<file path="src/hw/rtl/b2s_pkg.sv">
// ----------------------------------------------------------------------------
// b2s_pkg
// Shared types, constants and helper functions of the BLAKE2s hash engine.
// ----------------------------------------------------------------------------
package b2s_pkg;

    typedef logic [31:0]         word_t;
    typedef logic [7:0][31:0]    chain_t;
    typedef logic [15:0][31:0]   vec_t;

    // Command from the block controller to the compression core
    typedef struct packed {
        logic start;
        logic last_blk;
    } b2s_cmd_t;

    localparam word_t IV [8] = '{
        32'h6a09e667, 32'hbb67ae85, 32'h3c6ef372, 32'ha54ff53a,
        32'h510e527f, 32'h9b05688c, 32'h1f83d9ab, 32'h5be0cd19
    };

    localparam word_t ALL_ONES      = 32'hFFFFFFFF;
    localparam word_t PARAM_BASE    = 32'h01010000;
    localparam logic [5:0] MAX_LEN  = 6'd32;
    localparam int unsigned ROUNDS  = 10;

    // Message schedule row of a round, position 0 in the low nibble
    function automatic logic [63:0] sigma_row(input logic [3:0] rnd);
        logic [63:0] row;
        begin
            case (rnd)
                4'd0:    row = 64'hfedcba9876543210;
                4'd1:    row = 64'h357b20c16df984ae;
                4'd2:    row = 64'h491763eadf250c8b;
                4'd3:    row = 64'h8f04a562ebcd1397;
                4'd4:    row = 64'hd386cb1efa427509;
                4'd5:    row = 64'h91ef57d438b0a6c2;
                4'd6:    row = 64'hb8293670a4def15c;
                4'd7:    row = 64'ha2684f05931ce7bd;
                4'd8:    row = 64'h5a417d2c803b9ef6;
                4'd9:    row = 64'h0dc3e9bf5167482a;
                default: row = 64'hfedcba9876543210;
            endcase
            return row;
        end
    endfunction

    function automatic logic [3:0] sigma_pick(input logic [3:0] rnd, input logic [3:0] pos);
        logic [63:0] row;
        begin
            row = sigma_row(rnd);
            return row[{pos, 2'b00} +: 4];
        end
    endfunction

    function automatic logic [5:0] eff_out_len(input logic [5:0] len);
        begin
            if (len == 6'd0)
                return 6'd1;
            else if (len > MAX_LEN)
                return MAX_LEN;
            else
                return len;
        end
    endfunction

    function automatic logic [5:0] eff_key_len(input logic [5:0] len);
        begin
            return (len > MAX_LEN) ? MAX_LEN : len;
        end
    endfunction

    // Initial chaining value with the parameter block folded into word 0
    function automatic chain_t init_chain(input logic [5:0] out_len, input logic [5:0] key_len);
        chain_t ch;
        begin
            for (int i = 0; i < 8; i++)
                ch[i] = IV[i];
            ch[0] = ch[0] ^ PARAM_BASE ^ {18'd0, eff_key_len(key_len), 8'd0}
                    ^ {26'd0, eff_out_len(out_len)};
            return ch;
        end
    endfunction

endpackage

</file>
<file path="src/hw/rtl/b2s_mix_unit.sv">
// ----------------------------------------------------------------------------
// b2s_mix_unit
// One quarter of the G function: an add and a rotate per cycle.
// ----------------------------------------------------------------------------
module b2s_mix_unit
    import b2s_pkg::*;
(
    input  word_t       a,
    input  word_t       b,
    input  word_t       c,
    input  word_t       d,
    input  word_t       x,
    input  logic [1:0]  step,
    output word_t       a_out,
    output word_t       b_out,
    output word_t       c_out,
    output word_t       d_out
);

    word_t sum_a;
    word_t sum_c;
    word_t xor_d;
    word_t xor_b;

    always_comb
    begin
        sum_a = a + b + x;
        sum_c = c + d;
        xor_d = d ^ sum_a;
        xor_b = b ^ sum_c;
        a_out = a;
        b_out = b;
        c_out = c;
        d_out = d;
        case (step)
            2'd0:
            begin
                a_out = sum_a;
                d_out = {xor_d[15:0], xor_d[31:16]};
            end
            2'd1:
            begin
                c_out = sum_c;
                b_out = {xor_b[11:0], xor_b[31:12]};
            end
            2'd2:
            begin
                a_out = sum_a;
                d_out = {xor_d[7:0], xor_d[31:8]};
            end
            2'd3:
            begin
                c_out = sum_c;
                b_out = {xor_b[6:0], xor_b[31:7]};
            end
            default:
            begin
                a_out = a;
            end
        endcase
    end

endmodule

</file>
<file path="src/hw/rtl/b2s_compress_core.sv">
// ----------------------------------------------------------------------------
// b2s_compress_core
// Compression function: holds the work vector and steps the shared mix unit
// through 10 rounds of 8 G calls, 4 quarter steps each.
// ----------------------------------------------------------------------------
module b2s_compress_core
    import b2s_pkg::*;
(
    input  logic        clk,
    input  logic        rst_n,
    input  b2s_cmd_t    cmd,
    input  chain_t      chain_in,
    input  logic [63:0] counter,
    output logic [3:0]  msg_idx,
    input  word_t       msg_word,
    output logic        done,
    output chain_t      chain_out
);

    localparam logic [1:0] C_IDLE = 2'd0;
    localparam logic [1:0] C_RUN  = 2'd1;
    localparam logic [1:0] C_DONE = 2'd2;
    localparam logic [3:0] LAST_ROUND = 4'(ROUNDS - 1);

    logic [1:0] state_reg, state_next;
    logic [3:0] round_reg, round_next;
    logic [2:0] g_reg, g_next;
    logic [1:0] step_reg, step_next;
    vec_t       v_reg, v_next;

    word_t a_o, b_o, c_o, d_o;
    vec_t  v_mix;
    vec_t  v_rot;
    logic [1:0] k;
    logic [1:0] src;

    b2s_mix_unit u_mix (
        .a     (v_reg[0]),
        .b     (v_reg[4]),
        .c     (v_reg[8]),
        .d     (v_reg[12]),
        .x     (msg_word),
        .step  (step_reg),
        .a_out (a_o),
        .b_out (b_o),
        .c_out (c_o),
        .d_out (d_o)
    );

    assign msg_idx = sigma_pick(round_reg, {g_reg, step_reg[1]});
    assign done    = (state_reg == C_DONE);

    always_comb
    begin
        for (int i = 0; i < 8; i++)
            chain_out[i] = chain_in[i] ^ v_reg[i] ^ v_reg[i + 8];
    end

    // The active G always works on column 0; rotate rows after each G so
    // the next column, or the next diagonal, lands there.
    always_comb
    begin
        k   = 2'd1;
        src = 2'd0;
        v_mix     = v_reg;
        v_mix[0]  = a_o;
        v_mix[4]  = b_o;
        v_mix[8]  = c_o;
        v_mix[12] = d_o;
        v_rot = v_mix;
        for (int r = 0; r < 4; r++)
        begin
            case (g_reg)
                3'd3:    k = 2'(1 + r);
                3'd7:    k = 2'(1 - r);
                default: k = 2'd1;
            endcase
            for (int p = 0; p < 4; p++)
            begin
                src = 2'(p) + k;
                v_rot[4 * r + p] = v_mix[4 * r + int'(src)];
            end
        end
    end

    always_comb
    begin
        state_next = state_reg;
        round_next = round_reg;
        g_next     = g_reg;
        step_next  = step_reg;
        v_next     = v_reg;
        case (state_reg)
            C_IDLE:
            begin
                if (cmd.start)
                begin
                    for (int i = 0; i < 8; i++)
                    begin
                        v_next[i]     = chain_in[i];
                        v_next[i + 8] = IV[i];
                    end
                    v_next[12] = IV[4] ^ counter[31:0];
                    v_next[13] = IV[5] ^ counter[63:32];
                    v_next[14] = cmd.last_blk ? (IV[6] ^ ALL_ONES) : IV[6];
                    round_next = 4'd0;
                    g_next     = 3'd0;
                    step_next  = 2'd0;
                    state_next = C_RUN;
                end
            end
            C_RUN:
            begin
                v_next    = (step_reg == 2'd3) ? v_rot : v_mix;
                step_next = step_reg + 2'd1;
                if (step_reg == 2'd3)
                begin
                    g_next = g_reg + 3'd1;
                    if (g_reg == 3'd7)
                    begin
                        round_next = round_reg + 4'd1;
                        if (round_reg == LAST_ROUND)
                            state_next = C_DONE;
                    end
                end
            end
            C_DONE:
            begin
                state_next = C_IDLE;
            end
            default:
            begin
                state_next = C_IDLE;
            end
        endcase
    end

    always_ff @(posedge clk or negedge rst_n)
    begin
        if (!rst_n)
        begin
            state_reg <= C_IDLE;
            round_reg <= 4'd0;
            g_reg     <= 3'd0;
            step_reg  <= 2'd0;
        end
        else
        begin
            state_reg <= state_next;
            round_reg <= round_next;
            g_reg     <= g_next;
            step_reg  <= step_next;
        end
    end

    always_ff @(posedge clk)
    begin
        v_reg <= v_next;
    end

endmodule

</file>
<file path="src/hw/rtl/blake2s_hash_engine_top.sv">
// ----------------------------------------------------------------------------
// blake2s_hash_engine_top
// BLAKE2s hash engine: byte-packing block buffer, APB registers, and the
// iterative compression core; emits the digest on the last input word.
// ----------------------------------------------------------------------------
// Input: s_tready is low while a word's bytes are appended, so a new word is
//   taken only once the last one is through; a byte landing on a full block
//   first waits for a compression (1 load, 320 quarter-G steps on the shared
//   mix unit, 1 fold). Last word: its bytes, the final compression, then the
//   digest words, one per cycle while m_tready is high.
// Reset clears control state; a message's first word reloads the chain value.
module blake2s_hash_engine_top
    import b2s_pkg::*;
(
    input  logic        clk,
    input  logic        rst_n,
    // Input stream
    input  logic        s_tvalid,
    output logic        s_tready,
    input  logic [39:0] s_tdata,   // [31:0] data_word, [34:32] byte_count, [39:35] zero
    input  logic        s_tlast,   // end_of_message
    // Digest stream
    output logic        m_tvalid,
    input  logic        m_tready,
    output logic [31:0] m_tdata,   // [31:0] digest_word
    output logic        m_tlast,   // digest_last
    // Register port
    input  logic        psel,
    input  logic        penable,
    input  logic        pwrite,
    input  logic [2:0]  paddr,
    input  logic [31:0] pwdata,
    output logic [31:0] prdata,
    output logic        pready
);

    localparam logic [1:0] S_IDLE  = 2'd0;
    localparam logic [1:0] S_BYTES = 2'd1;
    localparam logic [1:0] S_COMP  = 2'd2;
    localparam logic [1:0] S_OUT   = 2'd3;

    localparam logic REG_OUT_LEN = 1'b0;
    localparam logic REG_KEY_LEN = 1'b1;

    logic [1:0]  state_reg, state_next;
    logic [5:0]  out_len_reg, key_len_reg;
    chain_t      chain_reg, chain_next;
    logic [63:0] counter_reg, counter_next;
    vec_t        buf_reg, buf_next;
    logic [6:0]  fill_reg, fill_next;
    word_t       data_reg, data_next;
    logic [2:0]  left_reg, left_next;     // bytes of the held word still to append
    logic        eom_reg, eom_next;
    logic        last_blk_reg, last_blk_next;
    b2s_cmd_t    cmd_reg, cmd_next;
    logic [2:0]  out_idx_reg, out_idx_next;
    logic        out_valid_reg, out_valid_next;
    word_t       out_data_reg, out_data_next;
    logic        out_last_reg, out_last_next;

    logic        in_fire;
    logic        cfg_wr;
    logic [2:0]  cnt_in;
    logic [3:0]  msg_idx;
    logic        core_done;
    chain_t      core_chain;
    logic [5:0]  len_eff;
    logic [4:0]  len_m1;

    assign in_fire  = s_tvalid & s_tready;
    assign s_tready = (state_reg == S_IDLE);
    assign m_tvalid = out_valid_reg;
    assign m_tdata  = out_data_reg;
    assign m_tlast  = out_last_reg;

    // The user must write the registers only while the engine is idle; the block itself does not enforce it.
    assign pready = 1'b1;
    assign cfg_wr = psel & penable & pwrite & pready;
    assign prdata = (paddr[2] == REG_KEY_LEN) ? {26'd0, key_len_reg} : {26'd0, out_len_reg};

    // Clamp byte counts above four
    assign cnt_in = (s_tdata[34:32] > 3'd4) ? 3'd4 : s_tdata[34:32];

    assign len_eff = eff_out_len(out_len_reg);
    assign len_m1  = 5'(len_eff - 6'd1);

    b2s_compress_core u_core (
        .clk       (clk),
        .rst_n     (rst_n),
        .cmd       (cmd_reg),
        .chain_in  (chain_reg),
        .counter   (counter_reg),
        .msg_idx   (msg_idx),
        .msg_word  (buf_reg[msg_idx]),
        .done      (core_done),
        .chain_out (core_chain)
    );

    // Digest word i, bytes at or beyond the digest length zeroed
    function automatic word_t digest_at(input chain_t ch, input logic [2:0] i,
                                        input logic [5:0] len);
        word_t w;
        logic [5:0] pos;
        begin
            w = ch[i];
            for (int k = 0; k < 4; k++)
            begin
                pos = {1'b0, i, 2'(k)};
                if (pos >= len)
                    w[8 * k +: 8] = 8'd0;
            end
            return w;
        end
    endfunction

    always_comb
    begin
        state_next     = state_reg;
        chain_next     = chain_reg;
        counter_next   = counter_reg;
        buf_next       = buf_reg;
        fill_next      = fill_reg;
        data_next      = data_reg;
        left_next      = left_reg;
        eom_next       = eom_reg;
        last_blk_next  = last_blk_reg;
        cmd_next       = '0;
        out_idx_next   = out_idx_reg;
        out_valid_next = out_valid_reg;
        out_data_next  = out_data_reg;
        out_last_next  = out_last_reg;
        case (state_reg)
            S_IDLE:
            begin
                if (in_fire)
                begin
                    // Fresh message: reload chaining value from current registers
                    if ((counter_reg == 64'd0) && (fill_reg == 7'd0))
                        chain_next = init_chain(out_len_reg, key_len_reg);
                    data_next  = s_tdata[31:0];
                    left_next  = cnt_in;
                    eom_next   = s_tlast;
                    state_next = S_BYTES;
                end
            end
            S_BYTES:
            begin
                if (left_reg == 3'd0)
                begin
                    if (eom_reg)
                    begin
                        // Close the message with the final block
                        counter_next  = counter_reg + {57'd0, fill_reg};
                        last_blk_next = 1'b1;
                        cmd_next      = '{start: 1'b1, last_blk: 1'b1};
                        state_next    = S_COMP;
                    end
                    else
                    begin
                        state_next = S_IDLE;
                    end
                end
                else if (fill_reg[6])
                begin
                    // Buffer full and more data follows: compress it first
                    counter_next  = counter_reg + 64'd64;
                    last_blk_next = 1'b0;
                    cmd_next      = '{start: 1'b1, last_blk: 1'b0};
                    state_next    = S_COMP;
                end
                else
                begin
                    buf_next[fill_reg[5:2]][{fill_reg[1:0], 3'b000} +: 8] = data_reg[7:0];
                    fill_next = fill_reg + 7'd1;
                    data_next = {8'd0, data_reg[31:8]};
                    left_next = left_reg - 3'd1;
                end
            end
            S_COMP:
            begin
                if (core_done)
                begin
                    chain_next = core_chain;
                    buf_next   = '0;
                    fill_next  = 7'd0;
                    if (last_blk_reg)
                    begin
                        // Start of the next message
                        counter_next   = 64'd0;
                        out_idx_next   = 3'd0;
                        out_valid_next = 1'b0;
                        state_next     = S_OUT;
                    end
                    else
                    begin
                        state_next = S_BYTES;
                    end
                end
            end
            S_OUT:
            begin
                if (!out_valid_reg)
                begin
                    out_data_next  = digest_at(chain_reg, out_idx_reg, len_eff);
                    out_last_next  = (out_idx_reg == len_m1[4:2]);
                    out_valid_next = 1'b1;
                end
                else if (m_tready)
                begin
                    if (out_last_reg)
                    begin
                        out_valid_next = 1'b0;
                        state_next     = S_IDLE;
                    end
                    else
                    begin
                        // Advance to the next digest word without a bubble
                        out_idx_next  = out_idx_reg + 3'd1;
                        out_data_next = digest_at(chain_reg, out_idx_reg + 3'd1, len_eff);
                        out_last_next = ((out_idx_reg + 3'd1) == len_m1[4:2]);
                    end
                end
            end
            default:
            begin
                state_next = S_IDLE;
            end
        endcase
    end

    always_ff @(posedge clk or negedge rst_n)
    begin
        if (!rst_n)
        begin
            state_reg     <= S_IDLE;
            out_len_reg   <= MAX_LEN;
            key_len_reg   <= 6'd0;
            chain_reg     <= init_chain(MAX_LEN, 6'd0);
            counter_reg   <= 64'd0;
            buf_reg       <= '0;
            fill_reg      <= 7'd0;
            left_reg      <= 3'd0;
            eom_reg       <= 1'b0;
            last_blk_reg  <= 1'b0;
            cmd_reg       <= '0;
            out_idx_reg   <= 3'd0;
            out_valid_reg <= 1'b0;
            out_last_reg  <= 1'b0;
        end
        else
        begin
            state_reg     <= state_next;
            chain_reg     <= chain_next;
            counter_reg   <= counter_next;
            buf_reg       <= buf_next;
            fill_reg      <= fill_next;
            left_reg      <= left_next;
            eom_reg       <= eom_next;
            last_blk_reg  <= last_blk_next;
            cmd_reg       <= cmd_next;
            out_idx_reg   <= out_idx_next;
            out_valid_reg <= out_valid_next;
            out_last_reg  <= out_last_next;
            if (cfg_wr)
            begin
                case (paddr[2])
                    REG_OUT_LEN: out_len_reg <= pwdata[5:0];
                    REG_KEY_LEN: key_len_reg <= pwdata[5:0];
                    default:     out_len_reg <= out_len_reg;
                endcase
            end
        end
    end

    // Payload holding registers
    always_ff @(posedge clk)
    begin
        data_reg     <= data_next;
        out_data_reg <= out_data_next;
    end

endmodule

</file>
<file path="config.mk">
export PLATFORM = sky130hd
export DESIGN_NAME = blake2s_hash_engine_top
export DESIGN_NICKNAME = d
export VERILOG_FILES = /design/src/hw/rtl/b2s_pkg.sv /design/src/hw/rtl/b2s_mix_unit.sv /design/src/hw/rtl/b2s_compress_core.sv /design/src/hw/rtl/blake2s_hash_engine_top.sv
export SDC_FILE = /design/constraint.sdc
export NUM_CORES = 2
export LEC_CHECK = 0
export BUFFER_PORTS_ARGS = -buffer_cell sky130_fd_sc_hd__buf_2
export CORE_MARGIN = 2
export CORE_UTILIZATION = 60
export DETAILED_ROUTE_END_ITERATION = 6
export MAX_ROUTING_LAYER = met4
export PLACE_DENSITY = 0.77
export RECOVER_POWER = 50
export SYNTH_ARGS = -nofsm -noshare
export SYNTH_HDL_FRONTEND = slang
export SYNTH_SLANG_ARGS = --single-unit
</file>
<file path="constraint.sdc">
create_clock -name clk -period 27.1 [get_ports clk]
set_clock_uncertainty 0.05 [all_clocks]
set_input_delay 5.42 -clock clk [delete_from_list [all_inputs] [get_ports clk]]
set_output_delay 5.42 -clock clk [all_outputs]
set_load 0.05 [all_outputs]
</file>
# After elaboration in Yosys (flattened, before gate mapping)
# Memories as Yosys holds them, arrays and structs flattened.
# Cells that the tools add are included.
[classes]
add_sub_neg = 34
order_cmp = 28
n_eq_ne = 32
shifts = 3
muxes = 147
bitwise_logic = 26
n_reduce_logical = 36
[ops]
columns = ["operator", "n"]
rows = [
  ["512-bit 2-to-1 mux", 5],
  ["512-bit case mux with 2 select lines", 2],
  ["32-bit binary-select mux with 4-bit select", 13],
  ["32-bit 2-to-1 mux", 37],
  ["256-bit 2-to-1 mux", 3],
  ["32-bit bitwise XOR", 18],
  ["512-bit bitwise mux", 1],
  ["256-bit case mux with 2 select lines", 1],
  ["32-bit by 6-bit less-than comparator with 1-bit output, second input constant", 12],
  ["64-bit 2-to-1 mux", 5],
  ["32-bit binary-select mux with 3-bit select", 2],
  ["32-bit case mux with 2 select lines", 3],
  ["32-bit demux with 4-bit select", 1],
  ["64-bit case mux with 2 select lines", 1],
  ["32-bit adder", 3],
  ["64-bit by 7-bit adder with 64-bit output", 1],
  ["64-bit by 7-bit adder with 64-bit output, second input constant", 1],
  ["64-bit zero test", 1],
  ["8-bit 2-to-1 mux", 8],
  ["64-bit by 7-bit indexed part select with 4-bit output", 1],
  ["5-bit by 6-bit >= comparator with 1-bit output", 8],
  ["6-bit 2-to-1 mux", 7],
  ["4-bit by 2-bit adder with 5-bit output, first input constant", 8],
  ["2-bit 2-to-1 mux", 19],
  ["other kinds (54)", 145],
]
[totals]
register_bits = 1452
romBits = 1024
out_inout_bits = 68
word_cells = 367
n_memories = 1
[memory_table]
columns = ["name", "depth", "word_bits", "rd", "rd_ports_with_merged_regs", "write_ports", "line", "rtl"]
rows = [
  ["(name not given)", 16, 64, 1, 0, 0, "b2s_pkg.sv:31", "case (rnd)"],
]

# Depth between registers and ports, before layout
# An unclocked memory read counts as a cell.
[logic_depth]
depth_word = 12
ltp_mapped = 33
mapped_depth_nobuf = 28

# Cells and area by module
# Synthesis repeated with hierarchy kept, for this count alone.
[hier_totals]
hier_cells = 8042
area_unflattened_um2 = 87338.8
[modules_own_cells]
columns = ["mod", "n_inst", "cells_each", "area_per_inst_um2"]
rows = [
  ["blake2s_hash_engine_top", 1, 4050, 46488.3],
  ["b2s_compress_core", 1, 3068, 33991.4],
  ["b2s_mix_unit", 1, 924, 6859.1],
]

# Worst setup path before layout
# No wires, ideal clock.
[synth_timing]
kind = "register to register"
startpoint = "register u_core.step_reg[1]"
endpoint = "register u_core.g_reg[0]"
t_arrival_ns = 18.133
required_ns = 26.295
path_slack_ns = 8.162
stages_incl_launch_ff = 8
period_less_slack_ns = 18.938
path_cell_list = "dfrtp_1 ha_1 clkbuf_1 clkbuf_1 buf_1 mux2i_1 nor2_1 a21oi_1"
[synth_between]
elab_chain_len = 3
[synth_lines]
columns = ["element", "line", "rtl"]
rows = [
  ["from (decl)", "b2s_compress_core.sv:28", "logic [1:0] step_reg, step_next;"],
  ["from (signal assigned)", "b2s_compress_core.sv:152", "step_reg <= step_next;"],
  ["2-bit == test", "b2s_compress_core.sv:116", "if (step_reg == 2'd3)"],
  ["2-bit by 1-bit inequality test with 1-bit output (no line)", "--", ""],
  ["3-bit AND reduction (no line)", "--", ""],
  ["to (signal assigned)", "b2s_compress_core.sv:151", "g_reg <= g_next;"],
  ["to (decl)", "b2s_compress_core.sv:27", "logic [2:0] g_reg, g_next;"],
]
# No other way between the ends.
# A chain may end at the register's enable or synchronous reset.

# Worst setup path in the final report
[layout_timing]
startpoint = "register u_core.step_reg[0]"
endpoint = "register u_core.v_reg, in the netlist u_core.v_mix[36] (enable)"
[layout_between]
elab_chain_len = 3
[layout_lines]
columns = ["element", "line", "rtl"]
rows = [
  ["2-bit == test", "b2s_compress_core.sv:114", "v_next = (step_reg == 2'd3) ? v_rot : v_mix;"],
  ["2-bit by 1-bit inequality test with 1-bit output (no line)", "--", ""],
  ["3-bit AND reduction (no line)", "--", ""],
  ["to (signal assigned)", "b2s_compress_core.sv:158", "v_reg <= v_next;"],
  ["to (decl)", "b2s_compress_core.sv:29", "vec_t v_reg, v_next;"],
]
# No other way between the ends.

==> tab_implementation.tex <==
\begin{tabular}{lr}
\hline
Metric & Value \\
\hline
\multicolumn{2}{l}{\textbf{Clock tree}} \\
\quad Sinks on the clock net & 1,452 \\
\quad TritonCTS clock tree & yes \\
\quad Number of buffers inserted by post-CTS setup repair & 0 \\
\quad Number of buffers inserted during clock tree synthesis & 161 \\
\quad Resize count post-CTS & 0 \\
\quad Hold buffer count at CTS & 0 \\
\quad Clock Tree Buf Depth & 3 \\
\quad Root buffer cell & clkbuf\_16 \\
\quad H-tree depth & 4 \\
\quad Worst-path clk slew & 0.06 ns \\
\quad Clk\_lat worst skew & 0.83 ns \\
\multicolumn{2}{l}{\textbf{Drt}} \\
\quad Average detailed-routed wire length per instance & 30.7 um \\
\quad Initial DRC Count & 10,800 \\
\quad Routed wire length on met2 & 140,000 um \\
\quad Final routed wirelength across all metal layers & 322,000 um \\
\quad DRT met1 WL & 113,000 um \\
\quad Total via count in the routed design & 73,800 \\
\quad Highest routed metal layer & met4 \\
\quad Final antenna-violating net count & 0 \\
\quad Number of vias per cell & 7.03 \\
\quad Total length of routed met3 wires & 41,000 um \\
\quad Count of TritonRoute iterations in the first routing pass & 7 \\
\quad DR DRC count & 1 \\
\multicolumn{2}{l}{\textbf{Die}} \\
\quad Die Y & 382 um \\
\quad DIE WIDTH & 382 um \\
\quad IO Pins & 151 \\
\quad Initial core utilization & 60.5\% \\
\quad Area of the die & 146,000 um\^{}2 \\
\quad Number of cell rows & 138 \\
\quad Area inside the core boundary & 142,000 um\^{}2 \\
\multicolumn{2}{l}{\textbf{Final layout}} \\
\quad Utilization after layout & 65.7\% \\
\quad Fillers & 11,000 \\
\quad Number of nets in the finished design & 8,674 \\
\quad Final design area excluding fillers & 93,100 um\^{}2 \\
\quad Footprint of the flip-flops and latches & 39,400 um\^{}2 \\
\quad Number of flip-flops under the largest register name & 512 \\
\quad Area growth from synthesis to layout & 8.60\% \\
\quad Area taken by multi-input logic gates & 43,600 um\^{}2 \\
\quad Fraction of final layout cells with drive strength greater than 1 & 12.5\% \\
\multicolumn{2}{l}{\textbf{Synth}} \\
\quad Area share of fa/ha/maj cells after synthesis & 2.40\% \\
\quad Avg Inst Size Synth & 9.97 um\^{}2 \\
\quad Commonest register cell after synthesis & dfrtp\_1 \\
\quad Mapped cell area & 85,700 um\^{}2 \\
\quad Flip-flop and latch count after synthesis & 1,452 \\
\quad Yosys warnings & 0 \\
\quad Number of distinct library cell variants in the gate-level netlist after synthesis & 98 \\
\quad Share of the yosys chip area belonging to registers & 45.9\% \\
\quad Simple-gate portion of the synthesized area & 12.1\% \\
\quad Async S/R FF share, synth & 60.3\% \\
\quad Synthesized-area fraction occupied by ao, oa, aoi and oai cells & 17.5\% \\
\quad Fraction of synthesized cell area in xor and xnor cells & 4.67\% \\
\quad Dominant combinational cell family by area after synthesis & compound AO/OA/AOI/OAI gates \\
\quad Multiplexer area fraction after synthesis & 13.9\% \\
\quad Number of synthesized flops with an enable pin & 576 \\
\quad Synthesized netlist cell count & 8,598 \\
\multicolumn{2}{l}{\textbf{GRT}} \\
\quad Number of antenna violations at the first check in global routing & 24 \\
\quad Gr usage total & 44.9\% \\
\quad GRT overflow & 0 \\
\quad Via count of the first global-routing pass & 69,900 \\
\quad Pin count of the biggest net entering global routing & 175 \\
\quad Wire length of the first global-routing pass & 469,000 um \\
\multicolumn{2}{l}{\textbf{Worst setup path}} \\
\quad Largest fanout of any net on the critical path & 162 \\
\quad Critical Path AT & 17.20 ns \\
\quad Crit path cell chain & ha\_1, mux2i\_1, nor2\_4, clkbuf\_1, clkbuf\_1 \\
\quad Kind of critical path & reg -> reg \\
\quad Slowest Stage Delay on Critical Path & 7.15 ns \\
\quad CP bufs+invs & 2 \\
\quad Sort of element at the start of the critical path & flip-flop \\
\quad Sort of element at the end of the critical path & flip-flop \\
\quad CP most frequent cell & clkbuf\_1 \\
\quad Top Family by Delay on Critical Path & buffers and inverters \\
\quad Data required time of the critical path & 27.16 ns \\
\quad Slowest library cell on the worst path & clkbuf\_1 \\
\multicolumn{2}{l}{\textbf{Timing}} \\
\quad Share of the cycle needed by the critical path after routing & 63.2\% \\
\quad Peak Freq & 58.4 MHz \\
\quad Relative slew slack & -588\% \\
\quad \# setup viols final & 0 \\
\quad Hold Vio Cnt, Final & 0 \\
\quad TNS Setup & 0 ns \\
\quad Max-slew violation count & 2,178 \\
\quad Transition time at the pin with the least slew margin & 10.32 ns \\
\quad Final critical-path setup slack & 9.97 ns \\
\quad Time the final worst path needs with I/O delays and setup & 17.13 ns \\
\quad Setup repair after global routing missed its margin & false \\
\quad Smallest hold slack & 0.424 ns \\
\multicolumn{2}{l}{\textbf{Pwr}} \\
\quad Max IR drop VDD & 0.0697 mV \\
\quad Leakage Power & 34.8 nW \\
\quad Total power density per cell area & 50.2 nW/um\^{}2 \\
\multicolumn{2}{l}{\textbf{Place}} \\
\quad Worst slack at placement & 15.47 ns \\
\quad Number of port buffers & 90 \\
\quad Area after detailed placement & 87,800 um\^{}2 \\
\quad Gp weighted congestion & 1.10 \\
\quad HPWL reported at the end of detailed placement & 217,000 um \\
\multicolumn{2}{l}{\textbf{Outcome}} \\
\quad Failing checks & DRC, capacitance limit, slew limit \\
\quad Outcome & complete, but fails checks \\
\multicolumn{2}{l}{\textbf{Job}} \\
\quad Reported max-cap violation count & 40 \\
\multicolumn{2}{l}{\textbf{Min path}} \\
\quad Class of the tightest hold or removal check & reg -> reg \\
\hline
\end{tabular}
[Yosys cell counts, drive strengths merged (110+ instances only)]
master / number / share of area, %
mux2i: 390 / 4.6
nand3: 202 / 1.2
dfrtp: 740 / 22
dfstp: 136 / 4.2
inv: 172 / 0.75
xor2: 201 / 2.1
mux4: 294 / 7.7
xnor2: 228 / 2.3
nand2: 1311 / 5.7
buf: 147 / 0.84
clkbuf: 430 / 1.9
a21oi: 555 / 3.2
nor3: 172 / 1.0
mux2: 123 / 1.6
nor2: 505 / 2.2
o21ai: 1274 / 7.4
ha: 110 / 1.6
edfxtp: 576 / 20
a21o: 123 / 1.1
[routing by layer]
metal / GRT usage, % / vias up
met4: 30.5 / 0
li1: - / 31200
met1: 55.6 / 35900
met3: 12.2 / 1253
met2: 64.4 / 5421
met5: - / -
[cells by family after synthesis]
logic type,count (synthesis)
xor+xnor,440
flops,1452
other cells,2
simple gates,2445
buf+inv,750
compound gates,2558
fa+ha+maj,144
mux,807
[power by group]
part	total, W	switching (W)	internal, W
registers	0.00229	0.00000674	0.00228
clock network	0.00229	0.000990	0.00130
logic	0.0000929	0.0000729	0.0000200
[area by class of cell]
cell class                 instances  area share (%)
timing repair buffer             238            1.62
inverter                         173           0.707
tap                             1890            2.54
clock buffer                     239            5.09
clock inverter                    63           0.847
antenna                           17          0.0457
multi-input combinational       6421            46.8
sequential                      1452            42.3
[final timing paths]
path	start	end	slack [ns]	cells after the start
setup / recovery	u_core.step_reg[0]	u_core.v_mix[36]	9.97	5
hold / removal	buf_reg[143]	buf_reg[143]	0.42	2
setup reg to reg	u_core.step_reg[0]	u_core.v_mix[36]	9.97	5
hold reg to reg	buf_reg[143]	buf_reg[143]	0.42	2
max in group asynchronous	rst_n	buf_reg[166]	15.43	4
min in group asynchronous	rst_n	chain_reg[40]	6.71	1
[worst min-delay path: stages (launching register included)]
cell,delay [ns]
dfrtp_1,0.34
nand2_1,0.04
o21ai_0,0.06
[stage by stage]
step,std cells,power [W]
floorplan,8623,0.00237
global placement,10200,0.00242
detailed placement,10200,0.00242
CTS,10500,0.00467
global route,10500,0.00476
finish,10500,0.00467
[cell usage in the layout (no fill, tap or decap), types with 166 or more instances in the layout]
cell,instances
xnor2_1,227
xor2_1,200
nand3_1,200
a21oi_1,552
clkbuf_16,166
edfxtp_1,576
nor2_1,494
mux4_2,294
nor3_1,171
o21ai_0,1255
mux2i_1,390
dfrtp_1,739
inv_1,167
nand2_1,1308
(Power assumes the default switching activity.)
